==> config.mk <==
export PLATFORM = sky130hd
export DESIGN_NAME = operator_token_scanner
export DESIGN_NICKNAME = d
export VERILOG_FILES = /design/src/hw/rtl/ots_pkg.sv /design/src/hw/rtl/operator_token_scanner.sv /design/src/hw/rtl/ots_step.sv /design/src/hw/rtl/ots_result_fifo.sv
export VERILOG_INCLUDE_DIRS = /design/src /design/src/hw/rtl
export SDC_FILE = /design/constraint.sdc
export NUM_CORES = 1
export LEC_CHECK = 0
export BUFFER_PORTS_ARGS = -buffer_cell sky130_fd_sc_hd__buf_2
export CAP_MARGIN = 20
export CORE_MARGIN = 2
export CORE_UTILIZATION = 40
export CTS_BUF_LIST = sky130_fd_sc_hd__clkbuf_8
export CTS_CLUSTER_SIZE = 30
export DETAILED_ROUTE_END_ITERATION = 12
export GPL_TIMING_DRIVEN = 0
export PLACE_DENSITY = 0.53
export SETUP_SLACK_MARGIN = 0.2
export SLEW_MARGIN = 20
export SYNTH_ARGS = -nofsm -noshare
export SYNTH_HDL_FRONTEND = slang
export SYNTH_SLANG_ARGS = --single-unit
==> constraint.sdc <==
create_clock -name clk -period 15.99 [get_ports clk]
set_clock_uncertainty 0.2 [all_clocks]
set_input_delay 0.7995 -clock clk [delete_from_list [all_inputs] [get_ports clk]]
set_output_delay 0.7995 -clock clk [all_outputs]
set_load 0.05 [all_outputs]
==> src/hw/rtl/operator_token_scanner_assert.svh <==
// ----------------------------------------------------------------------------
// Operator token scanner assertion macros
// Shared property forms used by the scanner's concurrent checks.
// ----------------------------------------------------------------------------
`ifndef OPERATOR_TOKEN_SCANNER_ASSERT_SVH
`define OPERATOR_TOKEN_SCANNER_ASSERT_SVH

// Consequent must hold in the same cycle as the antecedent.
`define OTS_ASSERT_NOW(label, ante, cons, msg) \
    label: assert property (@(posedge clk) disable iff (!rst_n) (ante) |-> (cons)) \
        else $error(msg);

// Consequent must hold in the cycle after the antecedent.
`define OTS_ASSERT_NEXT(label, ante, cons, msg) \
    label: assert property (@(posedge clk) disable iff (!rst_n) (ante) |=> (cons)) \
        else $error(msg);

`endif

==> src/hw/rtl/ots_pkg.sv <==
// ----------------------------------------------------------------------------
// Operator token scanner package
// Token and prefix codes, result records and the prefix transition functions.
// ----------------------------------------------------------------------------
package ots_pkg;

    localparam int OFFSET_WIDTH = 32;
    localparam int START_WIDTH  = 32;

    typedef logic [OFFSET_WIDTH-1:0] offset_t;

    typedef enum logic [5:0] {
        TK_NL, TK_LPAREN, TK_RPAREN, TK_LBRACK, TK_RBRACK, TK_LBRACE, TK_RBRACE,
        TK_TILDE, TK_AT, TK_DOLLAR, TK_COMMA, TK_SEMI, TK_COLON,
        TK_ASSIGN, TK_EQ, TK_SLASH, TK_SLASH_EQ, TK_PCT, TK_PCT_EQ, TK_BANG, TK_NE,
        TK_DOT, TK_DOT2, TK_DOT2_EQ, TK_AMP, TK_AMP_EQ, TK_AMP2,
        TK_BAR, TK_BAR_EQ, TK_BAR2,
        TK_PLUS, TK_PLUS_EQ, TK_PLUS_PCT, TK_PLUS_PCT_EQ, TK_PLUS_BAR, TK_PLUS_BAR_EQ,
        TK_MINUS, TK_MINUS_EQ, TK_MINUS_PCT, TK_MINUS_PCT_EQ, TK_MINUS_BAR,
        TK_MINUS_BAR_EQ,
        TK_STAR, TK_STAR_EQ, TK_STAR_PCT, TK_STAR_PCT_EQ, TK_STAR_BAR, TK_STAR_BAR_EQ,
        TK_LT, TK_LE, TK_SHL, TK_SHL_EQ, TK_SHL_BAR, TK_SHL_BAR_EQ,
        TK_GT, TK_GE, TK_SHR, TK_SHR_EQ, TK_SHR_BAR, TK_SHR_BAR_EQ
    } token_t;

    typedef enum logic [4:0] {
        PFX_NONE, PFX_EQ, PFX_SLASH, PFX_PCT, PFX_BANG, PFX_DOT, PFX_DOT2,
        PFX_AMP, PFX_BAR,
        PFX_PLUS, PFX_PLUS_PCT, PFX_PLUS_BAR,
        PFX_MINUS, PFX_MINUS_PCT, PFX_MINUS_BAR,
        PFX_STAR, PFX_STAR_PCT, PFX_STAR_BAR,
        PFX_LT, PFX_LT2, PFX_LT2_BAR,
        PFX_GT, PFX_GT2, PFX_GT2_BAR
    } prefix_t;

    typedef enum logic [1:0] {
        ACT_MISS,
        ACT_TOKEN,
        ACT_GO,
        ACT_SKIP
    } act_t;

    typedef struct packed {
        act_t    act;
        token_t  tok;
        prefix_t pfx;
    } move_t;

    typedef struct packed {
        token_t                 code;
        logic                   bad;
        logic [START_WIDTH-1:0] at;
    } result_t;

    typedef struct packed {
        logic [1:0] count;
        result_t    first;
        result_t    second;
    } record_t;

    localparam move_t MISS_MOVE = '{ACT_MISS, TK_NL, PFX_NONE};
    localparam move_t SKIP_MOVE = '{ACT_SKIP, TK_NL, PFX_NONE};

    function automatic move_t tok_move(token_t t);
        return '{ACT_TOKEN, t, PFX_NONE};
    endfunction

    function automatic move_t go_move(prefix_t p);
        return '{ACT_GO, TK_NL, p};
    endfunction

    function automatic token_t flush_token(prefix_t s);
        token_t t;
        case (s)
            PFX_EQ:        t = TK_ASSIGN;
            PFX_SLASH:     t = TK_SLASH;
            PFX_PCT:       t = TK_PCT;
            PFX_BANG:      t = TK_BANG;
            PFX_DOT:       t = TK_DOT;
            PFX_DOT2:      t = TK_DOT2;
            PFX_AMP:       t = TK_AMP;
            PFX_BAR:       t = TK_BAR;
            PFX_PLUS:      t = TK_PLUS;
            PFX_PLUS_PCT:  t = TK_PLUS_PCT;
            PFX_PLUS_BAR:  t = TK_PLUS_BAR;
            PFX_MINUS:     t = TK_MINUS;
            PFX_MINUS_PCT: t = TK_MINUS_PCT;
            PFX_MINUS_BAR: t = TK_MINUS_BAR;
            PFX_STAR:      t = TK_STAR;
            PFX_STAR_PCT:  t = TK_STAR_PCT;
            PFX_STAR_BAR:  t = TK_STAR_BAR;
            PFX_LT:        t = TK_LT;
            PFX_LT2:       t = TK_SHL;
            PFX_LT2_BAR:   t = TK_SHL_BAR;
            PFX_GT:        t = TK_GT;
            PFX_GT2:       t = TK_SHR;
            PFX_GT2_BAR:   t = TK_SHR_BAR;
            default:       t = TK_NL;
        endcase
        return t;
    endfunction

    function automatic move_t extend_move(prefix_t s, logic [7:0] b);
        move_t m;
        m = MISS_MOVE;
        case (s)
            PFX_EQ:        m = (b == "=") ? tok_move(TK_EQ) : MISS_MOVE;
            PFX_SLASH:     m = (b == "=") ? tok_move(TK_SLASH_EQ) : MISS_MOVE;
            PFX_PCT:       m = (b == "=") ? tok_move(TK_PCT_EQ) : MISS_MOVE;
            PFX_BANG:      m = (b == "=") ? tok_move(TK_NE) : MISS_MOVE;
            PFX_DOT:       m = (b == ".") ? go_move(PFX_DOT2) : MISS_MOVE;
            PFX_DOT2:      m = (b == "=") ? tok_move(TK_DOT2_EQ) : MISS_MOVE;
            PFX_AMP:       m = (b == "=") ? tok_move(TK_AMP_EQ)
                             : (b == "&") ? tok_move(TK_AMP2) : MISS_MOVE;
            PFX_BAR:       m = (b == "=") ? tok_move(TK_BAR_EQ)
                             : (b == "|") ? tok_move(TK_BAR2) : MISS_MOVE;
            PFX_PLUS:      m = (b == "=") ? tok_move(TK_PLUS_EQ)
                             : (b == "%") ? go_move(PFX_PLUS_PCT)
                             : (b == "|") ? go_move(PFX_PLUS_BAR) : MISS_MOVE;
            PFX_PLUS_PCT:  m = (b == "=") ? tok_move(TK_PLUS_PCT_EQ) : MISS_MOVE;
            PFX_PLUS_BAR:  m = (b == "=") ? tok_move(TK_PLUS_BAR_EQ) : MISS_MOVE;
            PFX_MINUS:     m = (b == "=") ? tok_move(TK_MINUS_EQ)
                             : (b == "%") ? go_move(PFX_MINUS_PCT)
                             : (b == "|") ? go_move(PFX_MINUS_BAR) : MISS_MOVE;
            PFX_MINUS_PCT: m = (b == "=") ? tok_move(TK_MINUS_PCT_EQ) : MISS_MOVE;
            PFX_MINUS_BAR: m = (b == "=") ? tok_move(TK_MINUS_BAR_EQ) : MISS_MOVE;
            PFX_STAR:      m = (b == "=") ? tok_move(TK_STAR_EQ)
                             : (b == "%") ? go_move(PFX_STAR_PCT)
                             : (b == "|") ? go_move(PFX_STAR_BAR) : MISS_MOVE;
            PFX_STAR_PCT:  m = (b == "=") ? tok_move(TK_STAR_PCT_EQ) : MISS_MOVE;
            PFX_STAR_BAR:  m = (b == "=") ? tok_move(TK_STAR_BAR_EQ) : MISS_MOVE;
            PFX_LT:        m = (b == "=") ? tok_move(TK_LE)
                             : (b == "<") ? go_move(PFX_LT2) : MISS_MOVE;
            PFX_LT2:       m = (b == "=") ? tok_move(TK_SHL_EQ)
                             : (b == "|") ? go_move(PFX_LT2_BAR) : MISS_MOVE;
            PFX_LT2_BAR:   m = (b == "=") ? tok_move(TK_SHL_BAR_EQ) : MISS_MOVE;
            PFX_GT:        m = (b == "=") ? tok_move(TK_GE)
                             : (b == ">") ? go_move(PFX_GT2) : MISS_MOVE;
            PFX_GT2:       m = (b == "=") ? tok_move(TK_SHR_EQ)
                             : (b == "|") ? go_move(PFX_GT2_BAR) : MISS_MOVE;
            PFX_GT2_BAR:   m = (b == "=") ? tok_move(TK_SHR_BAR_EQ) : MISS_MOVE;
            default:       m = MISS_MOVE;
        endcase
        return m;
    endfunction

    function automatic move_t start_move(logic [7:0] b);
        move_t m;
        case (b)
            "\n":    m = tok_move(TK_NL);
            "(":     m = tok_move(TK_LPAREN);
            ")":     m = tok_move(TK_RPAREN);
            "[":     m = tok_move(TK_LBRACK);
            "]":     m = tok_move(TK_RBRACK);
            "{":     m = tok_move(TK_LBRACE);
            "}":     m = tok_move(TK_RBRACE);
            "~":     m = tok_move(TK_TILDE);
            "@":     m = tok_move(TK_AT);
            "$":     m = tok_move(TK_DOLLAR);
            ",":     m = tok_move(TK_COMMA);
            ";":     m = tok_move(TK_SEMI);
            ":":     m = tok_move(TK_COLON);
            "=":     m = go_move(PFX_EQ);
            "/":     m = go_move(PFX_SLASH);
            "%":     m = go_move(PFX_PCT);
            "!":     m = go_move(PFX_BANG);
            ".":     m = go_move(PFX_DOT);
            "&":     m = go_move(PFX_AMP);
            "|":     m = go_move(PFX_BAR);
            "+":     m = go_move(PFX_PLUS);
            "-":     m = go_move(PFX_MINUS);
            "*":     m = go_move(PFX_STAR);
            "<":     m = go_move(PFX_LT);
            ">":     m = go_move(PFX_GT);
            " ":     m = SKIP_MOVE;
            "\t":    m = SKIP_MOVE;
            default: m = MISS_MOVE;
        endcase
        return m;
    endfunction

endpackage

==> src/hw/rtl/operator_token_scanner.sv <==
// ----------------------------------------------------------------------------
// Operator token scanner
// Longest-match operator tokeniser over a byte stream, with start offsets.
// ----------------------------------------------------------------------------
//  Channel  Handshake              Payload
//  input    in_valid / in_stall    source_byte, end_of_input
//  output   out_valid / out_stall  token_code, bad_byte, start_offset, last_result
//
// One input beat is taken per cycle while the result queue has room; a beat
// that gives two results is delivered as two output beats. Each input beat
// is registered before it is resolved, and its results pass through the result
// queue. Reset clears the pending prefix, the offsets and the queue. in_stall
// is raised only while a held input beat waits on a full result queue.
// ----------------------------------------------------------------------------
module operator_token_scanner
    import ots_pkg::*;
(
    input  logic                   clk,
    input  logic                   rst_n,
    input  logic                   in_valid,
    output logic                   in_stall,
    input  logic [7:0]             source_byte,
    input  logic                   end_of_input,
    output logic                   out_valid,
    input  logic                   out_stall,
    output logic [5:0]             token_code,
    output logic                   bad_byte,
    output logic [START_WIDTH-1:0] start_offset,
    output logic                   last_result
);

    logic       in_valid_reg;
    logic       in_valid_next;
    logic [7:0] byte_reg;
    logic       end_reg;
    prefix_t    prefix_reg;
    prefix_t    prefix_next;
    offset_t    offset_reg;
    offset_t    offset_next;
    offset_t    start_reg;
    offset_t    start_next;
    record_t    step_rec;
    logic       fifo_full;
    logic       advance;
    logic       load;
    result_t    cur;

    assign in_stall = in_valid_reg & fifo_full;
    assign advance  = in_valid_reg & ~fifo_full;
    assign load     = in_valid & ~in_stall;

    ots_step u_step (
        .prefix       (prefix_reg),
        .offset       (offset_reg),
        .token_start  (start_reg),
        .source_byte  (byte_reg),
        .end_of_input (end_reg),
        .rec          (step_rec),
        .next_prefix  (prefix_next),
        .next_offset  (offset_next),
        .next_start   (start_next)
    );

    ots_result_fifo u_fifo (
        .clk       (clk),
        .rst_n     (rst_n),
        .push      (advance && (step_rec.count != 2'd0)),
        .push_rec  (step_rec),
        .out_stall (out_stall),
        .full      (fifo_full),
        .out_valid (out_valid),
        .cur       (cur),
        .last      (last_result)
    );

    assign token_code   = cur.code;
    assign bad_byte     = cur.bad;
    assign start_offset = cur.at;

    always_comb
    begin
        in_valid_next = load | (in_valid_reg & ~advance);
    end

    always_ff @(posedge clk or negedge rst_n)
    begin
        if (!rst_n)
        begin
            in_valid_reg <= 1'b0;
            prefix_reg   <= PFX_NONE;
            offset_reg   <= '0;
            start_reg    <= '0;
        end
        else
        begin
            in_valid_reg <= in_valid_next;
            if (advance)
            begin
                prefix_reg <= prefix_next;
                offset_reg <= offset_next;
                start_reg  <= start_next;
            end
        end
    end

    always_ff @(posedge clk)
    begin
        if (load)
        begin
            byte_reg <= source_byte;
            end_reg  <= end_of_input;
        end
    end

`include "operator_token_scanner_assert.svh"

    `OTS_ASSERT_NOW(a_bad_code_zero, out_valid && bad_byte, token_code == TK_NL,
        "bad byte result carries a non-zero token code")
    `OTS_ASSERT_NOW(a_bad_is_last, out_valid && bad_byte, last_result,
        "bad byte result is not the last result of its beat")
    `OTS_ASSERT_NEXT(a_end_clears, advance && end_reg, prefix_reg == PFX_NONE,
        "end marker left a prefix pending")

endmodule

==> src/hw/rtl/ots_step.sv <==
// ----------------------------------------------------------------------------
// Operator token scanner step logic
// Resolves one beat against the pending prefix into up to two results.
// ----------------------------------------------------------------------------
module ots_step
    import ots_pkg::*;
(
    input  prefix_t    prefix,
    input  offset_t    offset,
    input  offset_t    token_start,
    input  logic [7:0] source_byte,
    input  logic       end_of_input,
    output record_t    rec,
    output prefix_t    next_prefix,
    output offset_t    next_offset,
    output offset_t    next_start
);

    move_t                  ext_mv;
    move_t                  fresh_mv;
    result_t                fresh_res;
    logic                   fresh;
    logic                   fresh_put;
    logic [START_WIDTH-1:0] here;
    logic [START_WIDTH-1:0] held;

    assign here = START_WIDTH'(offset);
    assign held = START_WIDTH'(token_start);

    always_comb
    begin
        ext_mv      = extend_move(prefix, source_byte);
        fresh_mv    = start_move(source_byte);
        rec         = '0;
        next_prefix = prefix;
        next_offset = offset;
        next_start  = token_start;
        fresh       = 1'b0;
        fresh_put   = 1'b0;
        fresh_res   = '{fresh_mv.tok, 1'b0, here};

        if (end_of_input)
        begin
            if (prefix != PFX_NONE)
            begin
                rec.count = 2'd1;
                rec.first = '{flush_token(prefix), 1'b0, held};
            end
            next_prefix = PFX_NONE;
        end
        else
        begin
            fresh       = 1'b1;
            next_offset = offset + offset_t'(1);
            if (prefix != PFX_NONE)
            begin
                case (ext_mv.act)
                    ACT_GO:
                    begin
                        next_prefix = ext_mv.pfx;
                        fresh       = 1'b0;
                    end
                    ACT_TOKEN:
                    begin
                        rec.count   = 2'd1;
                        rec.first   = '{ext_mv.tok, 1'b0, held};
                        next_prefix = PFX_NONE;
                        fresh       = 1'b0;
                    end
                    default:
                    begin
                        rec.count   = 2'd1;
                        rec.first   = '{flush_token(prefix), 1'b0, held};
                        next_prefix = PFX_NONE;
                    end
                endcase
            end
        end

        if (fresh)
        begin
            case (fresh_mv.act)
                ACT_GO:
                begin
                    next_prefix = fresh_mv.pfx;
                    next_start  = offset;
                end
                ACT_TOKEN:
                begin
                    fresh_put = 1'b1;
                end
                ACT_MISS:
                begin
                    fresh_put = 1'b1;
                    fresh_res = '{TK_NL, 1'b1, here};
                end
                default:
                begin
                    fresh_put = 1'b0;
                end
            endcase
        end

        if (fresh_put)
        begin
            if (rec.count == 2'd0)
            begin
                rec.count = 2'd1;
                rec.first = fresh_res;
            end
            else
            begin
                rec.count  = 2'd2;
                rec.second = fresh_res;
            end
        end
    end

endmodule

==> src/hw/rtl/ots_result_fifo.sv <==
// ----------------------------------------------------------------------------
// Operator token scanner result queue
// Two-entry queue of per-beat records, delivered one result per output beat.
// ----------------------------------------------------------------------------
module ots_result_fifo
    import ots_pkg::*;
(
    input  logic    clk,
    input  logic    rst_n,
    input  logic    push,
    input  record_t push_rec,
    input  logic    out_stall,
    output logic    full,
    output logic    out_valid,
    output result_t cur,
    output logic    last
);

    record_t    rec_reg [2];
    logic       wr_ptr_reg;
    logic       wr_ptr_next;
    logic       rd_ptr_reg;
    logic       rd_ptr_next;
    logic [1:0] cnt_reg;
    logic [1:0] cnt_next;
    logic       sel_reg;
    logic       sel_next;
    record_t    head;
    logic       beat;
    logic       pop;

    assign full      = (cnt_reg == 2'd2);
    assign out_valid = (cnt_reg != 2'd0);
    assign head      = rec_reg[rd_ptr_reg];
    assign cur       = sel_reg ? head.second : head.first;
    assign last      = sel_reg | (head.count == 2'd1);
    assign beat      = out_valid & ~out_stall;
    assign pop       = beat & last;

    always_comb
    begin
        wr_ptr_next = push ? ~wr_ptr_reg : wr_ptr_reg;
        rd_ptr_next = pop ? ~rd_ptr_reg : rd_ptr_reg;
        cnt_next    = cnt_reg + 2'(push) - 2'(pop);
        sel_next    = beat ? ~last : sel_reg;
    end

    always_ff @(posedge clk or negedge rst_n)
    begin
        if (!rst_n)
        begin
            wr_ptr_reg <= 1'b0;
            rd_ptr_reg <= 1'b0;
            cnt_reg    <= 2'd0;
            sel_reg    <= 1'b0;
        end
        else
        begin
            wr_ptr_reg <= wr_ptr_next;
            rd_ptr_reg <= rd_ptr_next;
            cnt_reg    <= cnt_next;
            sel_reg    <= sel_next;
        end
    end

    always_ff @(posedge clk)
    begin
        if (push)
        begin
            rec_reg[wr_ptr_reg] <= push_rec;
        end
    end

endmodule
Word-level counts from Yosys, hierarchy flattened

Memories as Yosys holds them, arrays and structs flattened. A register that Yosys moved wholly into a read port is not among the register bits.
Index checks and enable logic that the tools add are counted.

$add $sub $neg: 3
Eq/ne operators: 36
Mux-type cells: 61
Bitwise gates (word level): 16
Reductions and logical operators: 10

Operators by type and width:

| cell                  | number |
|---|---|
| $pmux 13 s23          | 1 |
| $mux 13               | 21 |
| $mux 39               | 5 |
| $mux 12               | 15 |
| $mux 41               | 2 |
| $mux 80               | 1 |
| $pmux 40 s2           | 1 |
| $eq 8x6->1 const B    | 6 |
| $eq 5x4->1 const B    | 8 |
| $eq 5x5->1 const B    | 8 |
| $mux 40               | 1 |
| $add 32x1->32 const B | 1 |
| $mux 5                | 5 |
| $eq 5x3->1 const B    | 4 |
| $eq 5x2->1 const B    | 2 |
| $eq 8x7->1 const B    | 1 |
| $not 1->1             | 8 |
| $mux 1                | 7 |
| $mux 7                | 1 |
| $and 1x1->1           | 6 |
| $eq 2x1->1 const B    | 3 |
| $eq 2x2->1 const B    | 3 |
| $eq 5x1->1 const B    | 1 |
| $reduce_bool 5->1     | 1 |
| other kinds (10)      | 14 |

Flip-flop bits (word level): 84
RAM bits: 160
Bits in read-only memories: 1,792
Input bits: 13
Output and inout bits: 42
Memories kept: 4

Memories:

| memory          | depth | bits a word | read ports | clocked after Yosys merged registers in | wr ports | line                  | text |
|---|---|---|---|---|---|---|---|
| (no name shown) | 128   | 11          | 1          | 1                                       | 0        | ots_pkg.sv:149        | `case (b)` |
| (no name shown) | 32    | 6           | 1          | 0                                       | 0        | ots_pkg.sv:74         | `case (s)` |
| (no name shown) | 32    | 6           | 1          | 0                                       | 0        | ots_pkg.sv:74         |  |
| u_fifo.rec_reg  | 2     | 80          | 1          | 0                                       | 1        | ots_result_fifo.sv:19 | `record_t rec_reg [2];` |

Logic depth before layout (Yosys ltp)

Gate-level depths: netlist of run 1.

Depth in word-level cells: 17
Mapped depth: 20
Mapped depth without buffers: 18

Hierarchy

From an unflattened synthesis of run 1, not the netlist that was laid out.

Cells, all modules: 912
Area total of the unflattened synthesis: 12,937.4 µm²

Modules (own cells, without submodules):

| module                 | times used | cells each | area each (µm²) | seq. area each (µm²) |
|---|---|---|---|---|
| ots_result_fifo        | 1          | 238        | 6,078.3         | 4,929.7 |
| ots_step               | 1          | 513        | 3,599.7         | 0.0 |
| operator_token_scanner | 1          | 161        | 3,259.4         | 2,021.9 |

Least setup slack after synthesis of run 1

Ideal clock, no wire load.

Path kind: flip-flop to flip-flop
Start: register prefix_reg[1]
End: memory u_fifo.rec_reg[0][0] in the netlist's numbering, enable pin
Arrival: 6,274 ps
Required time: 15,275 ps
Setup slack: 9,001 ps
Cell stages (with the launch flop): 16
Path buffers: 2
Period minus slack after synthesis: 6,989 ps
Cell sequence: dfrtp_1 -> inv_1 -> ha_1 -> clkbuf_1 -> nand2b_1 -> nor4_1 -> o21ai_0 -> o31a_1 -> o41a_1 -> and2_1 -> ha_1 -> o21ai_0 -> ha_1 -> or2_2 -> clkbuf_1 -> nor2_1

Cells in the longest elaborated chain, start to end: 13
Elaborated cells between the ends (all ways): 43
Those cells by class: eq/ne (25); mux (13); reduce/logical (5)

Ends and longest elaborated chain:

| item                                                  | line                            | text |
|---|---|---|
| start, declared                                       | operator_token_scanner.sv:36    | `prefix_t prefix_reg;` |
| start signal, assigned                                | operator_token_scanner.sv:99    | `prefix_reg <= prefix_next;` |
| $eq 5x5->1 (tied with other cells)                    | ots_pkg.sv:106                  | `case (s)` |
| $pmux 13 s23                                          | ots_pkg.sv:106                  |  |
| $eq 2x1->1 / $eq 2x2->1 (equally long branches)       | ots_step.sv:57                  | `case (ext_mv.act)` |
| $pmux 40 s2 / $reduce_or 2->1 (equally long branches) | --                              |  |
| $mux 41 / $mux 1 (equally long branches)              | ots_step.sv:55, ots_step.sv:57  |  |
| $mux 41 / $mux 1 (equally long branches)              | ots_step.sv:42, ots_step.sv:55  |  |
| $logic_not 2->1 / $mux 1 (equally long branches)      | ots_step.sv:106, ots_step.sv:42 |  |
| $mux 2 / $mux 1 (equally long branches)               | ots_step.sv:106, ots_step.sv:80 |  |
| $mux 80 *                                             | ots_step.sv:104                 | `if (fresh_put)` |
| $reduce_bool 2->1 *                                   | operator_token_scanner.sv:67    | `.push (advance && (step_rec.count != 2'd0)),` |
| $logic_and 1x1->1 *                                   | operator_token_scanner.sv:67    |  |
| $mux 1 *                                              | ots_result_fifo.sv:68           | `if (push)` |
| $mux 1 (not written as such) *                        | ots_result_fifo.sv:70           | `rec_reg[wr_ptr_reg] <= push_rec;` |
| end, declared                                         | ots_result_fifo.sv:19           |  |

Every way passes the cells marked *; elsewhere a longest branch is shown, timed or not.

Final worst setup path of run 1

Start: register prefix_reg[1]
End: memory u_fifo.rec_reg[1][59] in the netlist's numbering, enable pin

The elaborated chain is that of the path after synthesis.

==> metrics.txt, run 1 <==
status=completed; vias=~7500; critical path fanouts, max=25; Worst Path Required=around 16 ns; Worst-Margin Slew=0.8507 ns; Slew headroom=0.4249; core area=slightly below 0.03 mm²; pwr dens=181.5 mW/mm²; highest-count cells in the layout ignoring fill and taps=edfxtp_1 (165), dfrtp_1 (75), buf_2 (67); RR Startpoint=prefix_reg[1]$_DFFE_PN0P_; First-pass DRT Iterations=5; Residual DRC=0; Resized Gates After CTS=0; setup violators final=0; Top FF cell, synth=edfxtp_1; die area=0.03097 mm²; GRT Util Overall=0.1740; Max Cap Viol=0; multi-input logic area=approximately 0.0045 mm²; syn_nets=901; routability cong.=roughly 0.87; fin nets=1010; CP startpoint=prefix_reg[1]$_DFFE_PN0P_; most common cell after layout, fill and taps aside=edfxtp_1; # fillers=2633; Die Span X=between 150 and 200 µm; shortest period the worst path allows=5.235 ns; Final Max Tran Viols=0; fmax=0.1910 GHz; CTS tree=done; Leak Pwr=5.218 nW; Detail Route Antenna Nets=0; dpl cells=1313; synthesized cell area=0.01183 mm²; Finished Layout Cells=1396; r2r worst-path depth=17; # clock sinks=roughly 250; Final Hold Viols=0; sequential area share after synthesis=0.5960; Final Cell Area=between 0.01 and 0.015 mm²; kind of critical path=reg -> reg; Clock transition at path regs=0.06 ns; CTS max path bufs=3; final worst-path cycle share=0.3274; Critical Path Sink Type=flip-flop; asr flop ratio synth=0.2988; DP Area=0.01280 mm²; vias per cell=~5.4; Synth Register Bits=between 200 and 300; Starting Density=0.4089; startpoint types=flip-flop; Congestion Overflow GR=0; number of port buffers=54; H-tree depth=2; Worst Hold Class=in -> reg; die height=176.0 µm; dpl hpwl=18.39 mm; r2r setup slk=10.76 ns; register area=0.007052 mm²; VDD IR max=0.1166 mV; setup TNS=0 ns; first-pass GRT wire length=42.35 mm; Mapped Cells=867; initial antenna violation count=0; antenna cells=0; dpl ws=10.81 ns; Tot Pwr=2.490 mW; Skew-Pair Late Insertion Delay=0.53 ns; EDFF count, synth=165; postcts setup bufs=0; initial DRC count=394; post-DR wirelength/cell=approximately 19 µm; TritonCTS Buffers=44; standard-cell rows=62; Setup crit end=u_fifo.rec_reg[1][59]$_DFFE_PP_; Syn Area/Cell=13.65 µm²; CTS root buf=clkbuf_8; largest net degree at the start of global routing=between 40 and 50; WL final=26.18 mm; vias in the first global route=7709; final setup margin=10.76 ns; WP data arrival=between 5 and 6 ns; layout cell share with drive strength beyond 1=0.2312; Unique masters post-synth=77; I/O pins=55; RR Endpoint=u_fifo.rec_reg[1][59]$_DFFE_PP_; unrepaired setup endpoints after global routing=no; Yosys Warn Count=0; area delta synth->final=15.97%; max reg flops=156
[per-layer routing]
layer / wire length [µm] / up-vias / GRT usage / part of all wire
met1: 12530 / 3713 / 0.2491 / 0.48
met5: 0 / - / 0 / 0
met3: 1050 / 51 / 0.02756 / 0.040
met2: 11960 / 170 / 0.2743 / 0.46
li1: - / 3552 / - / -
met4: 636 / 0 / 0.05406 / 0.024
[cell usage after synthesis (14+ instances only)]
cell type  number  area share
a21oi_1        37       0.016
a22o_1         35       0.026
and2_1         44       0.023
buf_2          14      0.0059
clkbuf_1       30      0.0095
dfrtp_1        75        0.16
edfxtp_1      165        0.42
ha_1           21       0.022
inv_1          23      0.0073
mux2_2         34       0.032
mux4_2         37       0.070
nand2_1        48       0.015
nand3_1        14      0.0059
nor2_1         39       0.012
nor3_1         14      0.0059
o21ai_0        25       0.011
xnor2_1        25       0.019
[worst min path at each step]
stage	from	endpoint	depth (start not counted)
6_report	end_of_input	end_reg$_DFFE_PP_	1
5_1_grt	end_of_input	end_reg$_DFFE_PP_	1
4_1_cts	end_of_input	end_reg$_DFFE_PP_	1
3_5_place_dp	flip-flop	prefix_reg[0]$_DFFE_PN0P_	2
3_3_place_gp	start_reg[25]$_DFFE_PN0P_	start_reg[25]$_DFFE_PN0P_	1
2_1_floorplan	flip-flop	prefix_reg[2]$_DFFE_PN0P_	2
[final cells by class]
cell class / instances / share of cell area
multi-input combinational: 541 / 0.3261
clock buffer: 48 / 0.04815
sequential: 251 / 0.5140
clock inverter: 34 / 0.01787
tap: 384 / 0.03502
timing repair buffer: 63 / 0.03556
inverter: 24 / 0.006748
buffer: 51 / 0.01660
[kinds of logic (layout without fill, tap and decap cells)]
kind of cell / count (synthesis) / in the layout / share of synthesized area
buffers and inverters: 75 / 220 / 0.02707
XOR/XNOR: 36 / 36 / 0.02665
AND/OR/NAND/NOR: 243 / 243 / 0.1192
AO/OA/AOI/OAI: 165 / 165 / 0.1016
flip-flops: 251 / 251 / 0.5960
multiplexers: 76 / 76 / 0.1072
adder cells (fa/ha/maj): 21 / 21 / 0.02221
[stage by stage]
step / hold WS [ns] / util
final: 0.2360 / 0.4742
after floorplan: 0.2333 / -
after detailed placement: 0.2644 / 0.4425
after global routing: 0.2191 / 0.4742
after CTS: 0.2091 / 0.4742
after global placement: 0.2689 / 0.4348
[critical path, cell delays in order, from the launching register on]
cell and delay [ns]:
dfrtp_1 0.47, inv_1 0.22, ha_1 0.26, clkbuf_1 0.40
nand2b_1 0.17, nor4_1 0.31, o21ai_0 0.21, o31a_1 0.18
o41a_1 0.16, and2_1 0.19, ha_1 0.39, o21ai_0 0.16
ha_1 0.23, or2_2 0.30, clkbuf_1 0.19, nor2_4 0.40
buf_12 0.25, buf_12 0.21
[repair_timing]
item | 4_1_cts | 5_1_grt
hold buffers | 1 | 0
setup endpoints to repair | 0 | 0
hold endpoints to repair | 18 | 0
[power by group]
group	internal [mW]	switching, mW	total, mW	leakage [nW]
combinational	0.312	0.663	0.975	2.10
clock	0.329	0.262	0.591	0.511
sequential	0.872	0.0532	0.925	2.61
Power figures use the tool's default switching activity.
==> run 2, diff against run 1 <==
--- a/config.mk
+++ b/config.mk
@@ -6,6 +6,7 @@
 export SDC_FILE = /design/constraint.sdc
 export NUM_CORES = 1
 export LEC_CHECK = 0
+export ABC_AREA = 1
 export BUFFER_PORTS_ARGS = -buffer_cell sky130_fd_sc_hd__buf_2
 export CAP_MARGIN = 20
 export CORE_MARGIN = 2
==> constraint.sdc (replaced) <==
create_clock -name clk -period 5.2 [get_ports clk]
set_clock_uncertainty 0.2 [all_clocks]
set_input_delay 0.26 -clock clk [delete_from_list [all_inputs] [get_ports clk]]
set_output_delay 0.26 -clock clk [all_outputs]
set_load 0.05 [all_outputs]
==> metrics.txt, run 2 <==
Residual DRC=0 (unchanged); # clock sinks=251 (unchanged); first-pass GRT wire length=52.26 mm (+23%); Synth top area share=0.3996 (-0.01915); critical path fanouts, max=24 (-4.0%); final core utilization=0.4707 (-0.003472); final worst-path cycle share=0.8939 (+0.5665); unrepaired setup endpoints after global routing=no; VDD IR max=0.5837 mV (+400%); Top cell by count, worst path=inv_1; vias=9628 (+29%); RR Startpoint=prefix_reg[0]$_DFFE_PN0P_; antenna cells=0 (unchanged); startpoint types=flip-flop; setup violators final=0 (unchanged); most common cell in the netlist=nand2_1; H-tree depth=2 (unchanged); status=completed; Starting Density=0.4053 (-0.003581); most common cell after layout, fill and taps aside=nand2_1; EDFF count, synth=165 (unchanged); number of port buffers=54 (unchanged); Critical Path Sink Type=flip-flop; Final Hold Viols=0 (unchanged); WP buf/inv=8 (+3); I/O pins=55 (unchanged); Synth Register Bits=251 (unchanged); Top FF cell, synth=edfxtp_1; syn_nets=1367 (+52%); Leak Pwr=5.933 nW (+14%); Slew headroom=0.5288 (+0.1039); die height=180.1 µm (+2.3%); CTS max path bufs=3 (unchanged); vias per cell=5.073 (-5.4%); area delta synth->final=16.14%; Final Max Tran Viols=0 (unchanged); CP max stage cell=dfrtp_1; WL final=32.87 mm (+26%); synthesized cell area=0.01240 mm² (+4.8%); First-pass DRT Iterations=5 (unchanged); minimum hold slack=0.2104 ns (-0.02562 ns); pwr dens=584.9 mW/mm² (+220%); Area contributors post-synth=edfxtp_1 (40%), dfrtp_1 (15%), nand2_1 (7.3%), nor2_1 (6.3%), o21ai_0 (5.5%); WP data arrival=4.71 ns (-0.57 ns); standard-cell rows=64 (+3.2%); fin nets=1500 (+49%); Worst-Margin Slew=0.7068 ns (-0.1439 ns); synth cell count leaders=nand2_1 (242), nor2_1 (207), edfxtp_1 (165); Hold Crit Endpoint=byte_reg[7]$_DFFE_PP_; CTS root buf=clkbuf_8; # fillers=3033 (+15%); highest-count cells in the layout ignoring fill and taps=nand2_1 (242), nor2_1 (204), edfxtp_1 (165); initial DRC count=654 (+66%); Clock transition at path regs=0.06 ns (about the same); routability cong.=0.8617 (-0.43%); shortest period the worst path allows=4.648 ns (-0.5864 ns); layout cell share with drive strength beyond 1=0.1338 (-0.09740); RR Endpoint=u_fifo.rec_reg[0][17]$_DFFE_PP_; post-DR wirelength/cell=17.32 µm (-7.6%); core area=0.03059 mm² (+5.7%); Unique masters post-synth=48 (-38%); Die Span X=180.1 µm (+2.3%); asr flop ratio synth=0.2988 (unchanged); min-delay src=source_byte[7]; Syn Area/Cell=9.301 µm² (-32%); worst hold stages=2 (+1); Yosys Warn Count=0 (unchanged); Detail Route Antenna Nets=0 (unchanged); kind of critical path=reg -> reg; delay-heaviest family, CP=simple AND/OR/NAND/NOR gates; Worst Hold Class=in -> reg; r2r setup slk=0.55 ns (-10.20 ns); initial antenna violation count=0 (unchanged); largest net degree at the start of global routing=38 (-21%); max incr delay on CP=0.43 ns (-0.04 ns); CTS tree=done; Max Cap Viol=0 (unchanged); max reg flops=156 (unchanged); Worst Path Required=5.26 ns (-10.77 ns); Skew-Pair Late Insertion Delay=0.57 ns (+0.04 ns); r2r worst-path depth=23 (+6); sequential area share after synthesis=0.5688 (-0.02725); area leader, netlist=edfxtp_1; fmax=0.2151 GHz (+13%); crit path cell chain=inv_1 -> ha_1 -> inv_1 -> nand2_1 -> nand3_1 -> nand3_1 -> nand2_1 -> nand3_1 -> nor2_1 -> nand2_1 -> inv_1 -> ha_1 -> inv_1 -> nand2_4 -> nand2_4 -> nor2_8 -> inv_1 -> ha_1 -> or2_2 -> clkbuf_1 -> nor2_4 -> buf_4 -> buf_12; vias in the first global route=9466 (+23%); die area=0.03242 mm² (+4.7%); Mapped Cells=1333 (+54%); TritonCTS Buffers=44 (unchanged); GRT Util Overall=0.2020 (+0.02798); Congestion Overflow GR=0 (unchanged); dpl hpwl=23.10 mm (+26%)
-- run 2: cell types whose count changed after synthesis, moves of 37 or more --
cell	before	now
and2_1	44	1
inv_1	23	112
mux4_2	37	0
nand2_1	48	242
nand3_1	14	85
nor2_1	39	207
o21ai_0	25	136
o21ai_1	3	45
-- run 2: worst max path at each step --
stage,cells after the start,slack [ns],to,start
after global placement,21,-2.37,u_fifo.rec_reg[1][14]$_DFFE_PP_,prefix_reg[1]$_DFFE_PN0P_
after detailed placement,23,0.24,u_fifo.rec_reg[1][7]$_DFFE_PP_,prefix_reg[1]$_DFFE_PN0P_
after global routing,25,0.21,u_fifo.rec_reg[0][56]$_DFFE_PP_,prefix_reg[0]$_DFFE_PN0P_
after CTS,23,0.21,u_fifo.rec_reg[1][0]$_DFFE_PP_,prefix_reg[1]$_DFFE_PN0P_
after floorplan,21,-0.30,u_fifo.rec_reg[0][0]$_DFFE_PP_,prefix_reg[1]$_DFFE_PN0P_
final,23,0.55,u_fifo.rec_reg[0][17]$_DFFE_PP_,prefix_reg[0]$_DFFE_PN0P_
-- run 2: metal layers --
metal	global-route usage	wire, µm	part of all wire	vias up
li1	-	-	-	4788
met1	0.2861	15690	0.48	4585
met2	0.3289	15150	0.46	212
met3	0.03335	1559	0.047	43
met4	0.04226	469	0.014	0
met5	0	0	0	-
-- run 2: layout make-up --
cell class | instances | area, µm² | share of cell area
Sequential cell | 251 | 7052 | 0.4897
Multi-Input combinational cell | 907 | 4594 | 0.3191
Clock buffer | 49 | 674.4 | 0.04684
Timing Repair Buffer | 87 | 658.1 | 0.04571
Tap cell | 396 | 495.5 | 0.03441
Inverter | 124 | 475.5 | 0.03302
Buffer | 51 | 295.3 | 0.02051
Clock inverter | 33 | 153.9 | 0.01069
-- run 2: repair_timing --
item                                    CTS  global route
buffers inserted                          0            12
hold buffers                             14             0
resized for setup                         0             4
endpoints found under the setup margin    0           129
endpoints found under the hold margin    91             0
-- run 2: logic make-up after synthesis --
kind of cell / share of synthesized area
simple gates: 0.2139
compound gates: 0.1107
flops: 0.5688
buf+inv: 0.06206
xor+xnor: 0.02331
fa+ha+maj: 0.02119
-- run 2: worst reg2reg max path, cell delays in order (launching register included) --
cell	delay, ns
dfrtp_1	0.43
inv_1	0.22
ha_1	0.28
inv_1	0.11
nand2_1	0.12
nand3_1	0.13
nand3_1	0.17
nand2_1	0.09
nand3_1	0.16
nor2_1	0.07
nand2_1	0.11
inv_1	0.08
ha_1	0.32
inv_1	0.07
nand2_4	0.08
nand2_4	0.07
nor2_8	0.16
inv_1	0.07
ha_1	0.19
or2_2	0.29
clkbuf_1	0.20
nor2_4	0.29
buf_4	0.24
buf_12	0.20
-- run 2: stage by stage --
stage	TNS, ns	worst slack (ns)	std cells	area, µm²	power, mW
after floorplan	-46.66	-0.2991	1333	12400	5.536
after CTS	0	0.2090	1886	14310	8.446
after global routing	0	0.2052	1898	14400	8.936
after global placement	-362.42	-2.367	1783	13170	6.629
final	0	0.5518	1898	14400	8.422
after detailed placement	0	0.2398	1790	13340	6.713
-- run 2: report_power, final --
part,internal (mW),switching (mW)
combinational,0.980,2.87
clock,0.876,0.827
sequential,2.71,0.150
total,4.57,3.85
==> run 3, diff against run 2 <==
--- a/config.mk
+++ b/config.mk
@@ -16,6 +16,7 @@
 export DETAILED_ROUTE_END_ITERATION = 12
 export GPL_TIMING_DRIVEN = 0
 export PLACE_DENSITY = 0.53
+export RECOVER_POWER = 100
 export SETUP_SLACK_MARGIN = 0.2
 export SLEW_MARGIN = 20
 export SYNTH_ARGS = -nofsm -noshare
==> constraint.sdc (replaced) <==
create_clock -name clk -period 5.2 [get_ports clk]
set_clock_uncertainty 0.2 [all_clocks]
set_input_delay 0.52 -clock clk [delete_from_list [all_inputs] [get_ports clk]]
set_output_delay 0.52 -clock clk [all_outputs]
set_load 0.05 [all_outputs]
==> metrics.txt, run 3 (same netlist as run 2, synthesis figures left out) <==
status=finished, violations left; failing checks=max-capacitance violations, max-slew violations; dpl ws=0.2398 ns (unchanged); initial DRC count=611 (-6.6%); critical path fanouts, max=7 (-71%); crit path cell chain=inv_1 -> ha_1 -> inv_1 -> nand2_1 -> nand3_1 -> nand3_1 -> nand2_1 -> nand3_1 -> nor2_1 -> nand2_1 -> inv_1 -> ha_1 -> inv_1 -> nand2_1 -> nand2_4 -> nor2_8 -> inv_1 -> ha_1 -> or2_2 -> clkbuf_1 -> nor2_4 -> buf_4 -> clkbuf_1; CTS max path bufs=3 (unchanged); Detail Route Antenna Nets=0 (unchanged); area delta synth->final=14.08%; First-pass DRT Iterations=5 (unchanged); first-pass GRT wire length=52.02 mm (-0.46%); WP buf/inv=8 (unchanged); Worst Path Required=5.25 ns (about the same); startpoint types=flip-flop; CP max stage cell=dfrtp_1; Logic pwr share=0.449 (-0.009); Residual DRC=0 (unchanged); antenna cells=0 (unchanged); layout cell share with drive strength beyond 1=0.08211 (-0.05171); max reg flops=156 (unchanged); Congestion Overflow GR=0 (unchanged); NetSw=3.827 mW (-0.62%); Clock transition at path regs=0.06 ns (about the same); Skew-Pair Late Insertion Delay=0.58 ns (about the same); Leak Pwr=5.724 nW (-3.5%); vias in the first global route=9424 (-0.44%); Worst-Margin Slew=2.294 ns (+1.587 ns); WP data arrival=4.69 ns (-0.02 ns); CTS tree=done; Slew headroom=-0.5293 (-1.058); Die Span X=180.1 µm (unchanged); final setup margin=0.5619 ns (+0.01010 ns); standard-cell rows=64 (unchanged); final worst-path cycle share=0.8919 (-0.001941); shortest period the worst path allows=4.638 ns (-0.01009 ns); Tot Pwr=8.289 mW (-1.6%); H-tree depth=2 (unchanged); vias=9604 (-0.25%); dpl cells=1790 (unchanged); Max Cap Viol=1 (+1); unrepaired setup endpoints after global routing=no; highest-count cells in the layout ignoring fill and taps=nand2_1 (246), nor2_1 (210), o21ai_0 (174); Worst Hold Class=in -> reg; Pint=4.462 mW (-2.4%); final core utilization=0.4624 (-0.008344); setup TNS=0 ns (unchanged); largest net degree at the start of global routing=40 (+5.3%); Final Max Tran Viols=39 (+39); Starting Density=0.4053 (unchanged); Reg power frac=0.345 (+0.005); I/O pins=55 (unchanged); setup violators final=0 (unchanged); Top cell by count, worst path=inv_1; GRT Util Overall=0.2007 (-0.001270); WL final=32.71 mm (-0.49%); max incr delay on CP=0.42 ns (about the same); fin nets=1496 (-0.27%); Finished Layout Cells=1894 (-0.21%); CTS root buf=clkbuf_8; fmax=0.2156 GHz (+0.22%); die height=180.1 µm (unchanged); Critical Path Sink Type=flip-flop; routability cong.=0.8617 (unchanged); Final Hold Viols=0 (unchanged); vias per cell=5.071 (about the same); dpl hpwl=23.10 mm (unchanged); initial antenna violation count=0 (unchanged); Net Sw Frac=0.4617 (+0.004437); number of port buffers=54 (unchanged); VDD IR max=0.5448 mV (-6.7%); # clock sinks=251 (unchanged); die area=0.03242 mm² (unchanged); most common cell after layout, fill and taps aside=nand2_1; post-DR wirelength/cell=17.27 µm (-0.28%); clock share of power=0.206 (+0.004); core area=0.03059 mm² (unchanged); kind of critical path=reg -> reg; delay-heaviest family, CP=simple AND/OR/NAND/NOR gates; pwr dens=586.1 mW/mm² (+0.20%); TritonCTS Buffers=44 (unchanged)
-- run 3: cell count changes in the layout (fill, tap and decap cells not counted), moves of 4 or more --
cell,change
nand2_1,+4
o21ai_1,-38
nand3_1,+7
clkbuf_4,+6
buf_2,-49
buf_1,-4
o21ai_0,+38
buf_6,-5
nand3_2,-7
nor2_1,+6
dlygate4sd3_1,-4
buf_4,-10
clkbuf_1,+62
-- run 3: worst paths after layout --
kind | startpoint | endpoint | slack [ns] | depth (start not counted)
worst max-delay path | prefix_reg[0]$_DFFE_PN0P_ | u_fifo.rec_reg[1][70]$_DFFE_PP_ | 0.56 | 23
worst min-delay path | out_stall | u_fifo.sel_reg$_DFFE_PN0P_ | 0.04 | 4
worst max register to register | prefix_reg[0]$_DFFE_PN0P_ | u_fifo.rec_reg[1][70]$_DFFE_PP_ | 0.56 | 23
worst min register to register | flip-flop | prefix_reg[0]$_DFFE_PN0P_ | 0.25 | 2
max in group asynchronous | rst_n | offset_reg[16]$_DFFE_PN0P_ | 2.50 | 2
min in group asynchronous | rst_n | u_fifo.cnt_reg[0]$_DFF_PN0_ | 0.95 | 2
-- run 3: worst register-to-register path: cells and delay by family, from the launching register on --
family	cells	cell delay, ns
buffers and inverters	8	1.21
AND/OR/NAND/NOR	12	1.73
adder cells (fa/ha/maj)	3	0.79
flip-flops	1	0.42
-- run 3: cell type report --
class,instances,area [µm²]
flip-flops and latches,251,7052
inverters,124,473.0
multi-input cells,907,4496
plain buffers,51,257.7
well taps,396,495.5
repair buffers,83,541.8
clock buffers,49,674.4
clock inverters,33,153.9
fillers,3077,16450
-- run 3: through the flow --
step / hold WS, ns / area (µm²)
2_1_floorplan: 0.02441 / 12400
3_3_place_gp: 0.2444 / 13170
3_5_place_dp: 0.2483 / 13340
4_1_cts: 0.001519 / 14260
5_1_grt: 0.04565 / 14140
6_report: 0.04195 / 14140
-- run 3: timing repair --
action / CTS / global route
gates resized for setup: 0 / 4
endpoints found under the setup margin: 0 / 129
buffers inserted: 0 / 12
hold buffers: 10 / 0
endpoints found under the hold margin: 47 / 0
-- run 3: per-layer routing --
metal | global-route usage | part of all wire
met1 | 0.2839 | 0.48
met3 | 0.03335 | 0.048
met5 | 0 | 0
met2 | 0.3269 | 0.46
met4 | 0.04226 | 0.014
-- run 3: power by group through the flow --
stage	clock network, mW	logic, mW	registers, mW
after floorplan	0	2.65	2.89
after CTS	1.75	3.83	2.86
final	1.70	3.72	2.86
after global placement	0	3.68	2.95
after detailed placement	0	3.81	2.90
after global routing	1.84	4.06	2.91
